==> src/rtl/core/rchop_pkg.sv <==
// Shared types, constants and the hop channel table for the hopping link and frame builder.
// Used by rchop_ctrl, rchop_dp and the top level rc_hop_link_and_frame_builder.
package rchop_pkg;

	localparam int CHANNELS = 7;
	localparam int IN_CHANS = 7;
	// Number of channels carried in one output frame.
	localparam int NCH = (CHANNELS < IN_CHANS) ? CHANNELS : IN_CHANS;
	localparam int CH_W = 3;
	localparam int HOP_LEN = 16;
	localparam int HOP_W = $clog2(HOP_LEN);
	localparam int ADDR_W = 4;

	localparam logic [7:0] FRAME_SYNC0 = 8'h00;
	localparam logic [7:0] FRAME_SYNC1 = 8'hB2;
	localparam logic [15:0] RAW_OFFSET = 16'd1000;
	localparam logic [26:0] ROUND_ADD = 27'd500;
	localparam logic [10:0] SCALE_WIDE = 11'd2047;
	localparam logic [10:0] SCALE_NARROW = 11'd1023;
	// ceil(2^37 / 1000): exact quotient by 1000 for any 27-bit dividend.
	localparam logic [27:0] RECIP_1000 = 28'd137438954;
	localparam int RECIP_SHIFT = 37;
	localparam logic [15:0] LOST_LIMIT = 16'd120;
	localparam logic [15:0] LOST_MAX = 16'hFFFF;
	localparam logic [4:0] LIM_LONG = 5'd16;
	localparam logic [4:0] LIM_SHORT = 5'd15;
	localparam logic [4:0] SIL_MAX = 5'd31;
	localparam logic [3:0] OFFS_MAX = 4'd9;
	localparam logic [7:0] TIMER_MAX = 8'hFF;

	localparam logic [31:0] TX_ID_RST = 32'd0;
	localparam logic WIDE_RST = 1'b1;
	localparam logic [7:0] PERIOD_RST = 8'd110;
	localparam logic [7:0] FPP_RST = 8'd3;

	localparam logic KIND_CHAN = 1'b0;
	localparam logic KIND_BYTE = 1'b1;

	typedef enum logic [1:0] {
		REG_TX_ID  = 2'd0,
		REG_WIDE   = 2'd1,
		REG_PERIOD = 2'd2,
		REG_FPP    = 2'd3
	} reg_idx_t;

	typedef enum logic [2:0] {
		S_IDLE,
		S_HOP,
		S_HDR0,
		S_HDR1,
		S_CHHI,
		S_CHLO
	} ctrl_state_t;

	typedef enum logic [2:0] {
		SEL_HOP,
		SEL_SYNC0,
		SEL_SYNC1,
		SEL_HI,
		SEL_LO
	} byte_sel_t;

	typedef struct packed {
		logic            accept;
		logic            emit;
		byte_sel_t       sel;
		logic            last;
		logic [CH_W-1:0] ch;
	} dp_cmd_t;

	typedef struct packed {
		logic hop_now;
		logic frame_now;
		logic out_free;
		logic ch_ready;
	} dp_status_t;

	// Hop channel table, indexed by {row, column}.
	localparam logic [0:255][7:0] HOP_ROM = {
		8'h0a, 8'h5a, 8'h14, 8'h64, 8'h1e, 8'h6e, 8'h28, 8'h78,
		8'h32, 8'h82, 8'h3c, 8'h8c, 8'h46, 8'h96, 8'h50, 8'ha0,
		8'ha0, 8'h50, 8'h96, 8'h46, 8'h8c, 8'h3c, 8'h82, 8'h32,
		8'h78, 8'h28, 8'h6e, 8'h1e, 8'h64, 8'h14, 8'h5a, 8'h0a,
		8'h0a, 8'h5a, 8'h50, 8'ha0, 8'h14, 8'h64, 8'h46, 8'h96,
		8'h1e, 8'h6e, 8'h3c, 8'h8c, 8'h28, 8'h78, 8'h32, 8'h82,
		8'h82, 8'h32, 8'h78, 8'h28, 8'h8c, 8'h3c, 8'h6e, 8'h1e,
		8'h96, 8'h46, 8'h64, 8'h14, 8'ha0, 8'h50, 8'h5a, 8'h0a,
		8'h28, 8'h78, 8'h0a, 8'h5a, 8'h50, 8'ha0, 8'h14, 8'h64,
		8'h1e, 8'h6e, 8'h3c, 8'h8c, 8'h32, 8'h82, 8'h46, 8'h96,
		8'h96, 8'h46, 8'h82, 8'h32, 8'h8c, 8'h3c, 8'h6e, 8'h1e,
		8'h64, 8'h14, 8'ha0, 8'h50, 8'h5a, 8'h0a, 8'h78, 8'h28,
		8'h50, 8'ha0, 8'h28, 8'h78, 8'h0a, 8'h5a, 8'h1e, 8'h6e,
		8'h3c, 8'h8c, 8'h32, 8'h82, 8'h46, 8'h96, 8'h14, 8'h64,
		8'h64, 8'h14, 8'h96, 8'h46, 8'h82, 8'h32, 8'h8c, 8'h3c,
		8'h6e, 8'h1e, 8'h5a, 8'h0a, 8'h78, 8'h28, 8'ha0, 8'h50,
		8'h50, 8'ha0, 8'h46, 8'h96, 8'h3c, 8'h8c, 8'h28, 8'h78,
		8'h0a, 8'h5a, 8'h32, 8'h82, 8'h1e, 8'h6e, 8'h14, 8'h64,
		8'h64, 8'h14, 8'h6e, 8'h1e, 8'h82, 8'h32, 8'h5a, 8'h0a,
		8'h78, 8'h28, 8'h8c, 8'h3c, 8'h96, 8'h46, 8'ha0, 8'h50,
		8'h46, 8'h96, 8'h3c, 8'h8c, 8'h50, 8'ha0, 8'h28, 8'h78,
		8'h0a, 8'h5a, 8'h1e, 8'h6e, 8'h32, 8'h82, 8'h14, 8'h64,
		8'h64, 8'h14, 8'h82, 8'h32, 8'h6e, 8'h1e, 8'h5a, 8'h0a,
		8'h78, 8'h28, 8'ha0, 8'h50, 8'h8c, 8'h3c, 8'h96, 8'h46,
		8'h46, 8'h96, 8'h0a, 8'h5a, 8'h3c, 8'h8c, 8'h14, 8'h64,
		8'h50, 8'ha0, 8'h28, 8'h78, 8'h1e, 8'h6e, 8'h32, 8'h82,
		8'h82, 8'h32, 8'h6e, 8'h1e, 8'h78, 8'h28, 8'ha0, 8'h50,
		8'h64, 8'h14, 8'h8c, 8'h3c, 8'h5a, 8'h0a, 8'h96, 8'h46,
		8'h46, 8'h96, 8'h0a, 8'h5a, 8'h50, 8'ha0, 8'h3c, 8'h8c,
		8'h28, 8'h78, 8'h1e, 8'h6e, 8'h32, 8'h82, 8'h14, 8'h64,
		8'h64, 8'h14, 8'h82, 8'h32, 8'h6e, 8'h1e, 8'h78, 8'h28,
		8'h8c, 8'h3c, 8'ha0, 8'h50, 8'h5a, 8'h0a, 8'h96, 8'h46
	};

endpackage

==> src/rtl/core/rchop_ctrl.sv <==
// Sequencer for the hopping link: takes input words and steps through the hop word
// and the frame bytes. Depends on rchop_pkg.
module rchop_ctrl (
	input  logic                clk,
	input  logic                arst_n,
	input  logic                in_valid,
	output logic                in_stall,
	input  rchop_pkg::dp_status_t status,
	output rchop_pkg::dp_cmd_t    cmd
);
	import rchop_pkg::*;

	ctrl_state_t     state_q, state_d;
	logic            frame_q, frame_d;
	logic [CH_W-1:0] ch_q, ch_d;
	logic            last_ch;

	assign last_ch = (ch_q == CH_W'(NCH - 1));

	always_ff @(posedge clk or negedge arst_n) begin
		if (!arst_n) begin
			state_q <= S_IDLE;
			frame_q <= 1'b0;
			ch_q <= '0;
		end else begin
			state_q <= state_d;
			frame_q <= frame_d;
			ch_q <= ch_d;
		end
	end

	// Next state.
	always_comb begin
		state_d = state_q;
		frame_d = frame_q;
		ch_d = ch_q;
		case (state_q)
			S_IDLE: begin
				if (in_valid) begin
					frame_d = status.frame_now;
					if (status.hop_now) begin
						state_d = S_HOP;
					end else if (status.frame_now) begin
						state_d = S_HDR0;
					end
				end
			end
			S_HOP: begin
				if (status.out_free) begin
					state_d = frame_q ? S_HDR0 : S_IDLE;
				end
			end
			S_HDR0: begin
				if (status.out_free) begin
					state_d = S_HDR1;
				end
			end
			S_HDR1: begin
				if (status.out_free) begin
					state_d = S_CHHI;
					ch_d = '0;
				end
			end
			S_CHHI: begin
				if (status.out_free && status.ch_ready) begin
					state_d = S_CHLO;
				end
			end
			S_CHLO: begin
				if (status.out_free) begin
					if (last_ch) begin
						state_d = S_IDLE;
					end else begin
						state_d = S_CHHI;
						ch_d = ch_q + CH_W'(1);
					end
				end
			end
			default: state_d = S_IDLE;
		endcase
	end

	// Commands to the datapath.
	always_comb begin
		in_stall = (state_q != S_IDLE);
		cmd.accept = in_valid && (state_q == S_IDLE);
		cmd.emit = 1'b0;
		cmd.sel = SEL_HOP;
		cmd.last = 1'b0;
		cmd.ch = ch_q;
		case (state_q)
			S_IDLE: begin
				cmd.emit = 1'b0;
			end
			S_HOP: begin
				cmd.emit = status.out_free;
				cmd.last = !frame_q;
			end
			S_HDR0: begin
				cmd.emit = status.out_free;
				cmd.sel = SEL_SYNC0;
			end
			S_HDR1: begin
				cmd.emit = status.out_free;
				cmd.sel = SEL_SYNC1;
			end
			S_CHHI: begin
				cmd.emit = status.out_free && status.ch_ready;
				cmd.sel = SEL_HI;
			end
			S_CHLO: begin
				cmd.emit = status.out_free;
				cmd.sel = SEL_LO;
				cmd.last = last_ch;
			end
			default: cmd.emit = 1'b0;
		endcase
	end

`ifndef SYNTH
	a_hi_needs_result: assert property (@(posedge clk) disable iff (!arst_n)
		(cmd.emit && state_q == S_CHHI) |-> status.ch_ready)
		else $error("frame byte emitted before its channel value was ready");
	a_ch_in_range: assert property (@(posedge clk) disable iff (!arst_n)
		(state_q == S_CHHI || state_q == S_CHLO) |-> (ch_q < CH_W'(NCH)))
		else $error("channel index beyond frame length");
	a_frame_after_hop: assert property (@(posedge clk) disable iff (!arst_n)
		(state_q == S_HOP && status.out_free && frame_q) |=> (state_q == S_HDR0))
		else $error("frame lost after hop word");
`endif

endmodule

==> src/rtl/core/rchop_dp.sv <==
// Datapath of the hopping link: configuration registers, link state, hop table lookup,
// channel scaling pipeline and output register. Depends on rchop_pkg.
module rchop_dp (
	input  logic                             clk,
	input  logic                             arst_n,
	input  logic                             psel,
	input  logic                             penable,
	input  logic                             pwrite,
	input  logic [rchop_pkg::ADDR_W-1:0]     paddr,
	input  logic [31:0]                      pwdata,
	output logic [31:0]                      prdata,
	input  logic                             req_type,
	input  logic [31:0]                      packet_id,
	input  logic [15:0]                      raw [rchop_pkg::IN_CHANS],
	input  rchop_pkg::dp_cmd_t               cmd,
	output rchop_pkg::dp_status_t            status,
	output logic                             out_valid,
	input  logic                             out_stall,
	output logic                             kind,
	output logic [7:0]                       value,
	output logic                             last
);
	import rchop_pkg::*;

	// Configuration.
	logic [31:0] tx_id_q;
	logic        wide_q;
	logic [7:0]  period_q;
	logic [7:0]  fpp_q;
	logic        cfg_wr;
	reg_idx_t    cfg_idx;

	// Link state.
	logic [HOP_W-1:0] col_q;
	logic [4:0]       sil_q;
	logic [4:0]       lim_q;
	logic [15:0]      lost_q;
	logic [7:0]       timer_q;
	logic [7:0]       fresh_q;
	logic [15:0]      stored_q [IN_CHANS];
	logic [7:0]       hop_chan_q;

	// Scaling pipeline.
	logic            calc_run_q;
	logic [CH_W-1:0] calc_idx_q;
	logic            vld_s1;
	logic [CH_W-1:0] idx_s1;
	logic [26:0]     x_s1;
	logic [15:0]     res_q [NCH];
	logic [NCH-1:0]  res_vld_q;

	logic        out_valid_q;
	logic        kind_q;
	logic [7:0]  value_q;
	logic        last_q;

	logic        pkt_match;
	logic [4:0]  sil_inc;
	logic        hop_tick;
	logic [15:0] lost_inc;
	logic        frame_tick;
	logic [3:0]  offs;
	logic [7:0]  hop_chan;
	logic [15:0] v_sub;
	logic [10:0] scale;
	logic [26:0] x_calc;
	logic [54:0] prod;
	logic [10:0] q11;
	logic [15:0] word;
	logic [15:0] res_sel;
	logic [7:0]  byte_sel;
	logic        out_free;

	assign cfg_wr = psel && penable && pwrite;
	assign cfg_idx = reg_idx_t'(paddr[3:2]);

	always_comb begin
		case (cfg_idx)
			REG_TX_ID:  prdata = tx_id_q;
			REG_WIDE:   prdata = {31'd0, wide_q};
			REG_PERIOD: prdata = {24'd0, period_q};
			REG_FPP:    prdata = {24'd0, fpp_q};
			default:    prdata = 32'd0;
		endcase
	end

	assign pkt_match = (packet_id == tx_id_q);
	assign sil_inc = (sil_q < SIL_MAX) ? sil_q + 5'd1 : sil_q;
	assign hop_tick = (sil_inc >= lim_q);
	assign lost_inc = (lost_q == LOST_MAX) ? lost_q : lost_q + 16'd1;
	assign frame_tick = (timer_q >= period_q) && (fresh_q != 8'd0);
	assign offs = (tx_id_q[7:4] > OFFS_MAX) ? OFFS_MAX : tx_id_q[7:4];
	assign hop_chan = HOP_ROM[{tx_id_q[3:0], col_q}] - {4'd0, offs} - 8'd1;

	assign status.hop_now = req_type ? pkt_match : hop_tick;
	assign status.frame_now = !req_type && frame_tick;
	assign status.out_free = out_free;
	assign status.ch_ready = res_vld_q[cmd.ch];

	always_ff @(posedge clk or negedge arst_n) begin
		if (!arst_n) begin
			tx_id_q <= TX_ID_RST;
			wide_q <= WIDE_RST;
			period_q <= PERIOD_RST;
			fpp_q <= FPP_RST;
			col_q <= '0;
			sil_q <= '0;
			lim_q <= LIM_LONG;
			lost_q <= '0;
			timer_q <= '0;
			fresh_q <= '0;
		end else begin
			if (cfg_wr) begin
				case (cfg_idx)
					REG_TX_ID:  tx_id_q <= pwdata;
					REG_WIDE:   wide_q <= pwdata[0];
					REG_PERIOD: period_q <= pwdata[7:0];
					REG_FPP:    fpp_q <= pwdata[7:0];
					default:    tx_id_q <= tx_id_q;
				endcase
			end
			if (cmd.accept) begin
				if (req_type) begin
					if (pkt_match) begin
						col_q <= col_q + HOP_W'(1);
						fresh_q <= fpp_q;
						lost_q <= '0;
						sil_q <= '0;
						lim_q <= LIM_LONG;
					end
				end else begin
					if (hop_tick) begin
						col_q <= col_q + HOP_W'(1);
						sil_q <= '0;
						lost_q <= lost_inc;
						lim_q <= (lost_inc < LOST_LIMIT) ? LIM_SHORT : LIM_LONG;
					end else begin
						sil_q <= sil_inc;
					end
					if (frame_tick) begin
						fresh_q <= fresh_q - 8'd1;
						timer_q <= '0;
					end else if (timer_q != TIMER_MAX) begin
						timer_q <= timer_q + 8'd1;
					end
				end
			end
		end
	end

	always_ff @(posedge clk) begin
		if (cmd.accept) begin
			hop_chan_q <= hop_chan;
			if (req_type && pkt_match) begin
				for (int i = 0; i < IN_CHANS; i++) begin
					stored_q[i] <= raw[i];
				end
			end
		end
	end

	// Channel values are scaled one per cycle, starting when a frame is decided,
	// and run ahead of the byte sequencer.
	assign v_sub = (stored_q[calc_idx_q] > RAW_OFFSET) ? stored_q[calc_idx_q] - RAW_OFFSET
		: 16'd0;
	assign scale = wide_q ? SCALE_WIDE : SCALE_NARROW;
	assign x_calc = ({11'd0, v_sub} * {16'd0, scale}) + ROUND_ADD;
	assign prod = {28'd0, x_s1} * {27'd0, RECIP_1000};
	assign q11 = prod[RECIP_SHIFT+10:RECIP_SHIFT];
	assign word = wide_q ? {2'd0, idx_s1, q11} : {3'd0, idx_s1, q11[9:0]};

	always_ff @(posedge clk or negedge arst_n) begin
		if (!arst_n) begin
			calc_run_q <= 1'b0;
			calc_idx_q <= '0;
			vld_s1 <= 1'b0;
			res_vld_q <= '0;
		end else begin
			vld_s1 <= calc_run_q;
			if (cmd.accept && !req_type && frame_tick) begin
				calc_run_q <= 1'b1;
				calc_idx_q <= '0;
				res_vld_q <= '0;
			end else begin
				if (calc_run_q) begin
					if (calc_idx_q == CH_W'(NCH - 1)) begin
						calc_run_q <= 1'b0;
					end else begin
						calc_idx_q <= calc_idx_q + CH_W'(1);
					end
				end
				if (vld_s1) begin
					res_vld_q[idx_s1] <= 1'b1;
				end
			end
		end
	end

	always_ff @(posedge clk) begin
		x_s1 <= x_calc;
		idx_s1 <= calc_idx_q;
		if (vld_s1) begin
			res_q[idx_s1] <= word;
		end
	end

	// Output register.
	assign out_free = !out_valid_q || !out_stall;
	assign res_sel = res_q[cmd.ch];

	always_comb begin
		case (cmd.sel)
			SEL_HOP:   byte_sel = hop_chan_q;
			SEL_SYNC0: byte_sel = FRAME_SYNC0;
			SEL_SYNC1: byte_sel = FRAME_SYNC1;
			SEL_HI:    byte_sel = res_sel[15:8];
			SEL_LO:    byte_sel = res_sel[7:0];
			default:   byte_sel = FRAME_SYNC0;
		endcase
	end

	always_ff @(posedge clk or negedge arst_n) begin
		if (!arst_n) begin
			out_valid_q <= 1'b0;
		end else if (cmd.emit) begin
			out_valid_q <= 1'b1;
		end else if (!out_stall) begin
			out_valid_q <= 1'b0;
		end
	end

	always_ff @(posedge clk) begin
		if (cmd.emit) begin
			kind_q <= (cmd.sel == SEL_HOP) ? KIND_CHAN : KIND_BYTE;
			value_q <= byte_sel;
			last_q <= cmd.last;
		end
	end

	assign out_valid = out_valid_q;
	assign kind = kind_q;
	assign value = value_q;
	assign last = last_q;

`ifndef SYNTH
	a_silence_bound: assert property (@(posedge clk) disable iff (!arst_n)
		sil_q < LIM_LONG)
		else $error("silence counter passed its limit");
	a_packet_clears: assert property (@(posedge clk) disable iff (!arst_n)
		(cmd.accept && req_type && pkt_match) |=> (lost_q == 16'd0 && sil_q == 5'd0))
		else $error("matching packet did not clear the link timers");
	a_emit_when_free: assert property (@(posedge clk) disable iff (!arst_n)
		cmd.emit |-> out_free)
		else $error("output register overwritten while stalled");
	a_scale_index: assert property (@(posedge clk) disable iff (!arst_n)
		vld_s1 |-> (idx_s1 < CH_W'(NCH)))
		else $error("scaling pipeline index beyond frame length");
`endif

endmodule

==> src/rtl/core/rc_hop_link_and_frame_builder.sv <==
// Top level of the hopping radio link and serial frame builder.
// Instantiates rchop_ctrl and rchop_dp; depends on rchop_pkg.

// Each input word is a 100 us tick or a received packet. The block takes a word when
// it is idle, then holds in_stall high while it delivers that word's results, one per
// cycle unless out_stall holds them back: a matching packet gives one hop word, a tick
// gives nothing, a hop word, a 16-byte frame, or both. The channel scaling pipeline
// (two multiplier stages) starts when a tick decides a frame and stays ahead of the
// byte sequencer in rchop_ctrl. A packet whose id does not match is taken and changes
// nothing. The user must write configuration over the APB port only while the block is
// idle; the block itself does not enforce this. The registers are tx_id at 0x0,
// wide_resolution at 0x4, frame_period_ticks at 0x8 and frames_per_packet at 0xC.
module rc_hop_link_and_frame_builder (
	input  logic                         clk,
	input  logic                         arst_n,
	input  logic                         psel,
	input  logic                         penable,
	input  logic                         pwrite,
	input  logic [rchop_pkg::ADDR_W-1:0] paddr,
	input  logic [31:0]                  pwdata,
	output logic [31:0]                  prdata,
	output logic                         pready,
	input  logic                         in_valid,
	output logic                         in_stall,
	input  logic                         req_type,
	input  logic [31:0]                  packet_id,
	input  logic [15:0]                  chan0_raw,
	input  logic [15:0]                  chan1_raw,
	input  logic [15:0]                  chan2_raw,
	input  logic [15:0]                  chan3_raw,
	input  logic [15:0]                  chan4_raw,
	input  logic [15:0]                  chan5_raw,
	input  logic [15:0]                  chan6_raw,
	output logic                         out_valid,
	input  logic                         out_stall,
	output logic                         kind,
	output logic [7:0]                   value,
	output logic                         last
);
	import rchop_pkg::*;

	logic [15:0] raw [IN_CHANS];
	dp_cmd_t     cmd;
	dp_status_t  status;

	assign pready = 1'b1;

	assign raw[0] = chan0_raw;
	assign raw[1] = chan1_raw;
	assign raw[2] = chan2_raw;
	assign raw[3] = chan3_raw;
	assign raw[4] = chan4_raw;
	assign raw[5] = chan5_raw;
	assign raw[6] = chan6_raw;

	rchop_ctrl u_ctrl (
		.clk      (clk),
		.arst_n   (arst_n),
		.in_valid (in_valid),
		.in_stall (in_stall),
		.status   (status),
		.cmd      (cmd)
	);

	rchop_dp u_dp (
		.clk       (clk),
		.arst_n    (arst_n),
		.psel      (psel),
		.penable   (penable),
		.pwrite    (pwrite),
		.paddr     (paddr),
		.pwdata    (pwdata),
		.prdata    (prdata),
		.req_type  (req_type),
		.packet_id (packet_id),
		.raw       (raw),
		.cmd       (cmd),
		.status    (status),
		.out_valid (out_valid),
		.out_stall (out_stall),
		.kind      (kind),
		.value     (value),
		.last      (last)
	);

endmodule
==> config.mk <==
export PLATFORM = sky130hd
export DESIGN_NAME = rc_hop_link_and_frame_builder
export DESIGN_NICKNAME = d
export VERILOG_FILES = /design/src/rtl/core/rchop_pkg.sv /design/src/rtl/core/rchop_ctrl.sv /design/src/rtl/core/rchop_dp.sv /design/src/rtl/core/rc_hop_link_and_frame_builder.sv
export SDC_FILE = /design/constraint.sdc
export NUM_CORES = 2
export LEC_CHECK = 0
export ABC_AREA = 1
export BUFFER_PORTS_ARGS = -buffer_cell sky130_fd_sc_hd__buf_2
export CORE_ASPECT_RATIO = 1.75
export CORE_MARGIN = 1.5
export CORE_UTILIZATION = 40
export DETAILED_ROUTE_END_ITERATION = 6
export GPL_TIMING_DRIVEN = 0
export PLACE_DENSITY = 0.58
export SETUP_SLACK_MARGIN = 0.05
export SLEW_MARGIN = 20
export SYNTH_ARGS = -nofsm -noshare
export SYNTH_HDL_FRONTEND = slang
export SYNTH_SLANG_ARGS = --single-unit
export TNS_END_PERCENT = 5
==> constraint.sdc <==
create_clock -name clk -period 15.02 [get_ports clk]
set_input_delay 2.253 -clock clk [delete_from_list [all_inputs] [get_ports clk]]
set_output_delay 2.253 -clock clk [all_outputs]
set_load 0.01 [all_outputs]
-- Word level (Yosys, flattened, before mapping)
Memories as Yosys holds them, arrays and structs flattened.
Cells that the tools add are included.
- multiply operators: 2
- equality and inequality tests: 27
- multiplexer cells: 67
- reduce and logical (&&, ||, !) cells: 39
- $lt $le $gt $ge: 10
- bitwise operators: 3
- add/subtract/negate cells: 11
- operator list (kind ; number):
    case mux 32 bit (4 select lines) ; 1
    2-to-1 mux 16 bit ; 5
    2-to-1 mux 8 bit ; 7
    multiplier 27 x 27 -> 47 bit, second input constant ; 1
    2-to-1 mux 3 bit ; 15
    2-to-1 mux 5 bit ; 8
    equality test 32 bit ; 1
    case mux 8 bit (4 select lines) ; 1
    adder 27 x 9 -> 27 bit, second input constant ; 1
    multiplier 16 x 11 -> 27 bit ; 1
    case mux 3 bit (6 select lines) ; 1
    adder 16 x 1 -> 16 bit, second input constant ; 1
    equality test 16 bit, second input constant ; 1
    > comparator 16 x 10 -> 1 bit, second input constant ; 1
    less-than comparator 16 x 7 -> 1 bit, second input constant ; 1
    2-to-1 mux 4 bit ; 4
    != test 2 x 1 -> 1 bit, second input constant ; 8
    subtractor 16 x 10 -> 16 bit, second input constant ; 1
    subtractor 8 x 1 -> 8 bit, second input constant ; 2
    equality test 3 bit, second input constant ; 5
    2-to-1 mux 1 bit ; 14
    2-to-1 mux 14 bit ; 1
    2-to-1 mux 7 bit ; 2
    AND reduction 2 bit ; 7
    41 further kinds ; 69
- flip-flop bits (word level): 163
- output and inout bits: 45
- ROM bits: 2048
- memories: 3
- RAM bits: 210
- input bits: 188
- memory list (memory ; depth ; width ; rd ports ; clocked after memory_dff ; wr ports ; RTL line ; source):
    (name not given) ; 256 ; 8 ; 1 ; 0 ; 0 ; rchop_dp.sv:93 ; assign hop_chan = HOP_ROM[{tx_id_q[3:0], col_q}] - {4'd0, offs} - 8'd1;
    u_dp.stored_q ; 7 ; 16 ; 1 ; 0 ; 7 ; rchop_dp.sv:40 ; logic [15:0] stored_q [IN_CHANS];
    u_dp.res_q ; 7 ; 14 ; 1 ; 0 ; 1 ; rchop_dp.sv:49 ; logic [15:0] res_q [NCH];

-- Longest topological paths before layout
- depth in word-level cells: 7
- depth in mapped cells: 39

-- By module
Synthesis repeated with hierarchy kept, for this count alone.
- cells, all modules: 3953
- area, all modules: 34488.1 sq um
- modules (own cells, without submodules) (module ; sequential area each (sq um) ; area each (sq um) ; instances ; cells each):
    rchop_dp ; 10085.9 ; 33888.8 ; 1 ; 3860
    rchop_ctrl ; 175.2 ; 588.1 ; 1 ; 91
    rc_hop_link_and_frame_builder ; 0.0 ; 11.3 ; 1 ; 2

-- Least setup slack after synthesis
Ideal clock, no wire load.
- path kind: register to register
- start: reg u_dp.calc_idx_q[0]
- end: reg u_dp.x_s1[21]
- period minus slack after synthesis: 6.031 ns
- arrival time: 5.918 ns
- setup time: 0.112 ns
- setup slack: 8.989 ns
- cell stages (with the launch flop): 35
- cells stage by stage: dfrtp_1 -> buf_6 -> buf_6 -> buf_4 -> nand2_1 -> nand3_1 -> nand2_1 -> nand2_1 -> nand2_2 -> nand2_4 -> nor2_4 -> nand3_2 -> nand2_4 -> nand2_4 -> nor2_4 -> inv_1 -> fa_1 -> fa_1 -> inv_1 -> fa_1 -> fa_1 -> inv_1 -> fa_1 -> inv_1 -> ha_1 -> a21oi_1 -> o21ai_0 -> nand2_1 -> nand2_1 -> a31oi_1 -> o21bai_1 -> nand2_1 -> nand2_1 -> nand2_1 -> nand2_1
- longest elaborated chain between the ends: 5
- elaborated cells between the ends (all ways): 6
- those cells by class: add/sub (2); mul (1); order compare (1); mux (1); memory (1)
- RTL lines (element ; RTL line ; source):
    start: declaration ; rchop_dp.sv:45 ; logic [CH_W-1:0] calc_idx_q;
    start signal: assignment ; rchop_dp.sv:189 ; calc_idx_q <= calc_idx_q + CH_W'(1);
    memory read (7 x 16 bit) (*) ; n/a ;
    subtractor 16 x 10 -> 16 bit or > comparator 16 x 10 -> 1 bit (tied branches) ; rchop_dp.sv:164 ; assign v_sub = (stored_q[calc_idx_q] > RAW_OFFSET) ? stored_q[calc_idx_q] - RAW_OFFSET
    2-to-1 mux 16 bit (*) ; rchop_dp.sv:164 ;
    multiplier 16 x 11 -> 27 bit (*) ; rchop_dp.sv:167 ; assign x_calc = ({11'd0, v_sub} * {16'd0, scale}) + ROUND_ADD;
    adder 27 x 9 -> 27 bit (*) ; rchop_dp.sv:167 ;
    named net u_dp.x_calc[21] ; rchop_dp.sv:66 ; logic [26:0] x_calc;
    end signal: assignment ; rchop_dp.sv:200 ; x_s1 <= x_calc;
    end: declaration ; rchop_dp.sv:48 ; logic [26:0] x_s1;
Mark *: on every way through the listed nets, which the timed path passes. The rest lies on a longest branch.
A chain may end at the register's enable or synchronous reset.

-- Worst setup path in the final report
- start: reg u_dp.calc_idx_q[1]
- end: reg u_dp.x_s1[21]
The elaborated chain is that of the path after synthesis.

==> summary.md <==
| Metric | Value |
|---|---|
| Most numerous cell on the critical path | `nand2_1` |
| Post-synth EDFFs | `228` |
| Total congestion overflow | `0` |
| Worst path max stage delay | `0.56 ns` |
| DP Area | `37400 um2` |
| Largest net degree at the start of global routing | `67` |
| Worst Min Path Start | `u_dp.calc_idx_q[2]` |
| Vias | `27200` |
| Max-slew violation total from the final report | `0` |
| H-tree levels | `2` |
| Worst Hold Slack | `0.438 ns` |
| Vias in the first global route | `29400` |
| Crit. End Element | `flop` |
| Skew final | `0.0251 ns` |
| Synthesized area | `34600 um2` |
| Slowest cell on crit path | `dfrtp_1` |
| Top Layer Used | `met5` |
| Drt first pass iters | `5` |
| Core Rows | `142` |
| Crit Reg-Reg Startpoint | `u_dp.calc_idx_q[1]` |
| Hold Crit Depth | `0` |
| Post-DP HPWL | `86000 um` |
| Mapped Nets | `4854` |
| CTS tree | `yes` |
| Met1 WL | `34100 um` |
| Setup slack, reg-to-reg | `7.98 ns` |
| Die Y | `392 um` |
| CTS max path bufs | `3` |
| Filler instances | `8702` |
| Most common cell after layout, fill and taps aside | `inv_1` |
| Total core area | `85600 um2` |
| Met2 WL | `56500 um` |
| Setup Total Neg Slack | `0 ns` |
| CTS buffer count | `35` |
| Worst EP required | `15.46 ns` |
| Final nets | `5128` |
| Total die area | `88400 um2` |
| Status | `finished clean` |
| Dpl ws | `7.94 ns` |
| RSZ-0062 raised after global routing | `no` |
| Synth Register Bits | `370` |
| Reg-to-reg critical path endpoint | `u_dp.x_s1[21]` |
| Clk sinks | `370` |
| Met3 Wirelength | `4040 um` |
| Register area | `10300 um2` |
| Io pins | `233` |
| Avg WL per Cell | `19.0 um` |
| Most frequent cells in the layout | `791 x inv_1, 785 x nand2_1, 375 x ha_1` |
| Final period utilization | `46.9%` |
| Syn avg cell area | `8.75 um2` |
| First-pass GRT wire length | `159000 um` |
| Ys async rst share | `30.3%` |
| Worst min-delay path endpoint | `u_dp.idx_s1[2]` |
| Root buffer cell | `clkbuf_16` |
| Hold Crit Class | `flop to flop` |
| Fmax | `0.142 GHz` |
| Worst setup margin | `7.98 ns` |
| Starting Density | `40.4%` |
| Post-CTS Setup Bufs | `0` |
| Final setup violation count | `0` |
| Area delta synth->final | `11.3%` |
| Vias per cell | `5.03` |
| GP Congestion | `0.963` |
| Critical path peak fanout | `10` |
| Drt drc | `0` |
| Worst Setup Start Kind | `flop` |
| Design area | `38500 um2` |
| Post-Synthesis Cells | `3956` |
| Main flop type after synthesis | `edfxtp_1` |
| Hold Vio Cnt, Final | `0` |
| Final min period | `7.04 ns` |
| Layout cells sized above 1 | `9.58%` |
| Worst reg-to-reg path cell count | `31` |
| Die Wd | `225 um` |
| Antenna Nets Post-Route | `0` |
| Iteration-0 DRC Markers | `1261` |
| Max-cap violation count | `0` |
| Clk_lat worst skew | `0.57 ns` |
| Area of the multi-input gates | `20800 um2` |
| Slew Limit Headroom | `35.9%` |
| CTS clk-pin slew, worst paths | `0.07 ns` |
| Final wirelength | `103000 um` |
| Tightest Pin Transition | `0.952 ns` |
| Hold Buf Count CTS | `0` |
| Total GRT Usage | `23.8%` |
| Critical path type | `flop to flop` |
| Register area share after synthesis | `29.7%` |
| Quantity of I/O buffers inserted on ports | `228` |
| Resized Gates After CTS | `0` |
| Initial antenna violation count | `2` |
| Total number of yosys warnings | `0` |
| Crit path arrival time | `7.48 ns` |
| Post-synthesis cell type count | `61` |
==> worst max-delay path, delay by kind of cell, from the launching register on <==
family	cells	cell delay, ns
buf+inv	7	1.00
simple gates	13	1.48
fa+ha+maj	6	2.92
compound gates	5	0.96
flops	1	0.56
==> final cells by class <==
cell class                      count  area share [%]
Multi-Input combinational cell   2681            54.1
Sequential cell                   370            26.6
Inverter                          813            7.95
Tap cell                         1152            3.74
Timing Repair Buffer              237            3.34
Clock buffer                       40            2.32
Buffer                             92            1.28
Clock inverter                     24           0.643
Antenna cell                        1         0.00650
==> Yosys cell counts, drive strengths merged, types with 4 or more instances <==
master / count / share of area [%]
o21bai: 10 / 0.22
or2: 7 / 0.13
a32o: 10 / 0.29
a21o: 12 / 0.26
dfxtp: 30 / 1.7
and3: 5 / 0.090
nor3: 31 / 0.45
fa: 335 / 19
nor2: 291 / 3.4
nand3: 235 / 3.5
inv: 810 / 8.8
o31ai: 15 / 0.33
buf: 53 / 1.0
nand2: 805 / 9.0
edfxtp: 228 / 20
dfrtp: 103 / 7.4
a21oi: 183 / 2.6
nand3b: 4 / 0.087
o22ai: 12 / 0.22
clkbuf: 39 / 0.42
o21a: 5 / 0.11
xor2: 43 / 1.1
nand4: 28 / 0.51
xnor2: 42 / 1.1
o21ai: 162 / 2.3
ha: 375 / 14
a21boi: 5 / 0.11
a31oi: 11 / 0.22
o211ai: 28 / 0.61
dfstp: 9 / 0.68
==> kinds of logic (layout without fill, tap and decap cells) <==
logic type	Yosys count	after routing	share of synthesized area [%]
and+or+nand+nor	1415	1415	17.2
buffers and inverters	905	1206	10.3
AOI/OAI and AO/OA	470	470	7.75
DFF	370	370	29.7
adders and majority gates	710	710	32.9
other	1	2	0.0108
xor gates and xnor gates	85	85	2.15
==> flip-flops by register name (all words and copies together), names as in the netlist, 16 cells and up <==
register,cells
u_dp.tx_id_q,32
u_dp.x_s1,27
u_dp.lost_q,16
u_dp.res_q,98
u_dp.stored_q,112
==> how the worst max path moves through the flow <==
stage / from / to / depth (start not counted)
floorplan: u_dp.calc_idx_q[0] / u_dp.x_s1[21] / 34
global placement: u_dp.calc_idx_q[1] / u_dp.x_s1[21] / 31
detailed placement: u_dp.calc_idx_q[1] / u_dp.x_s1[21] / 31
CTS: u_dp.calc_idx_q[1] / u_dp.x_s1[21] / 31
global route: u_dp.calc_idx_q[1] / u_dp.x_s1[21] / 32
finish: u_dp.calc_idx_q[1] / u_dp.x_s1[21] / 31
==> metal layers <==
layer,vias up,global-route usage [%]
li1,13100,-
met1,13000,22.4
met2,792,47.1
met3,322,2.40
met4,2,16.4
met5,-,0
==> stage by stage <==
stage / instances / utilization, %
CTS: 5409 / 45.0
detailed placement: 5345 / 43.6
finish: 5410 / 45.0
global placement: 5336 / 43.4
global route: 5409 / 45.0
floorplan: 3956 / -
Power is left out: the tool's default activity adds up to more than one toggle a clock period on the data nets, which glitch-free logic cannot reach.
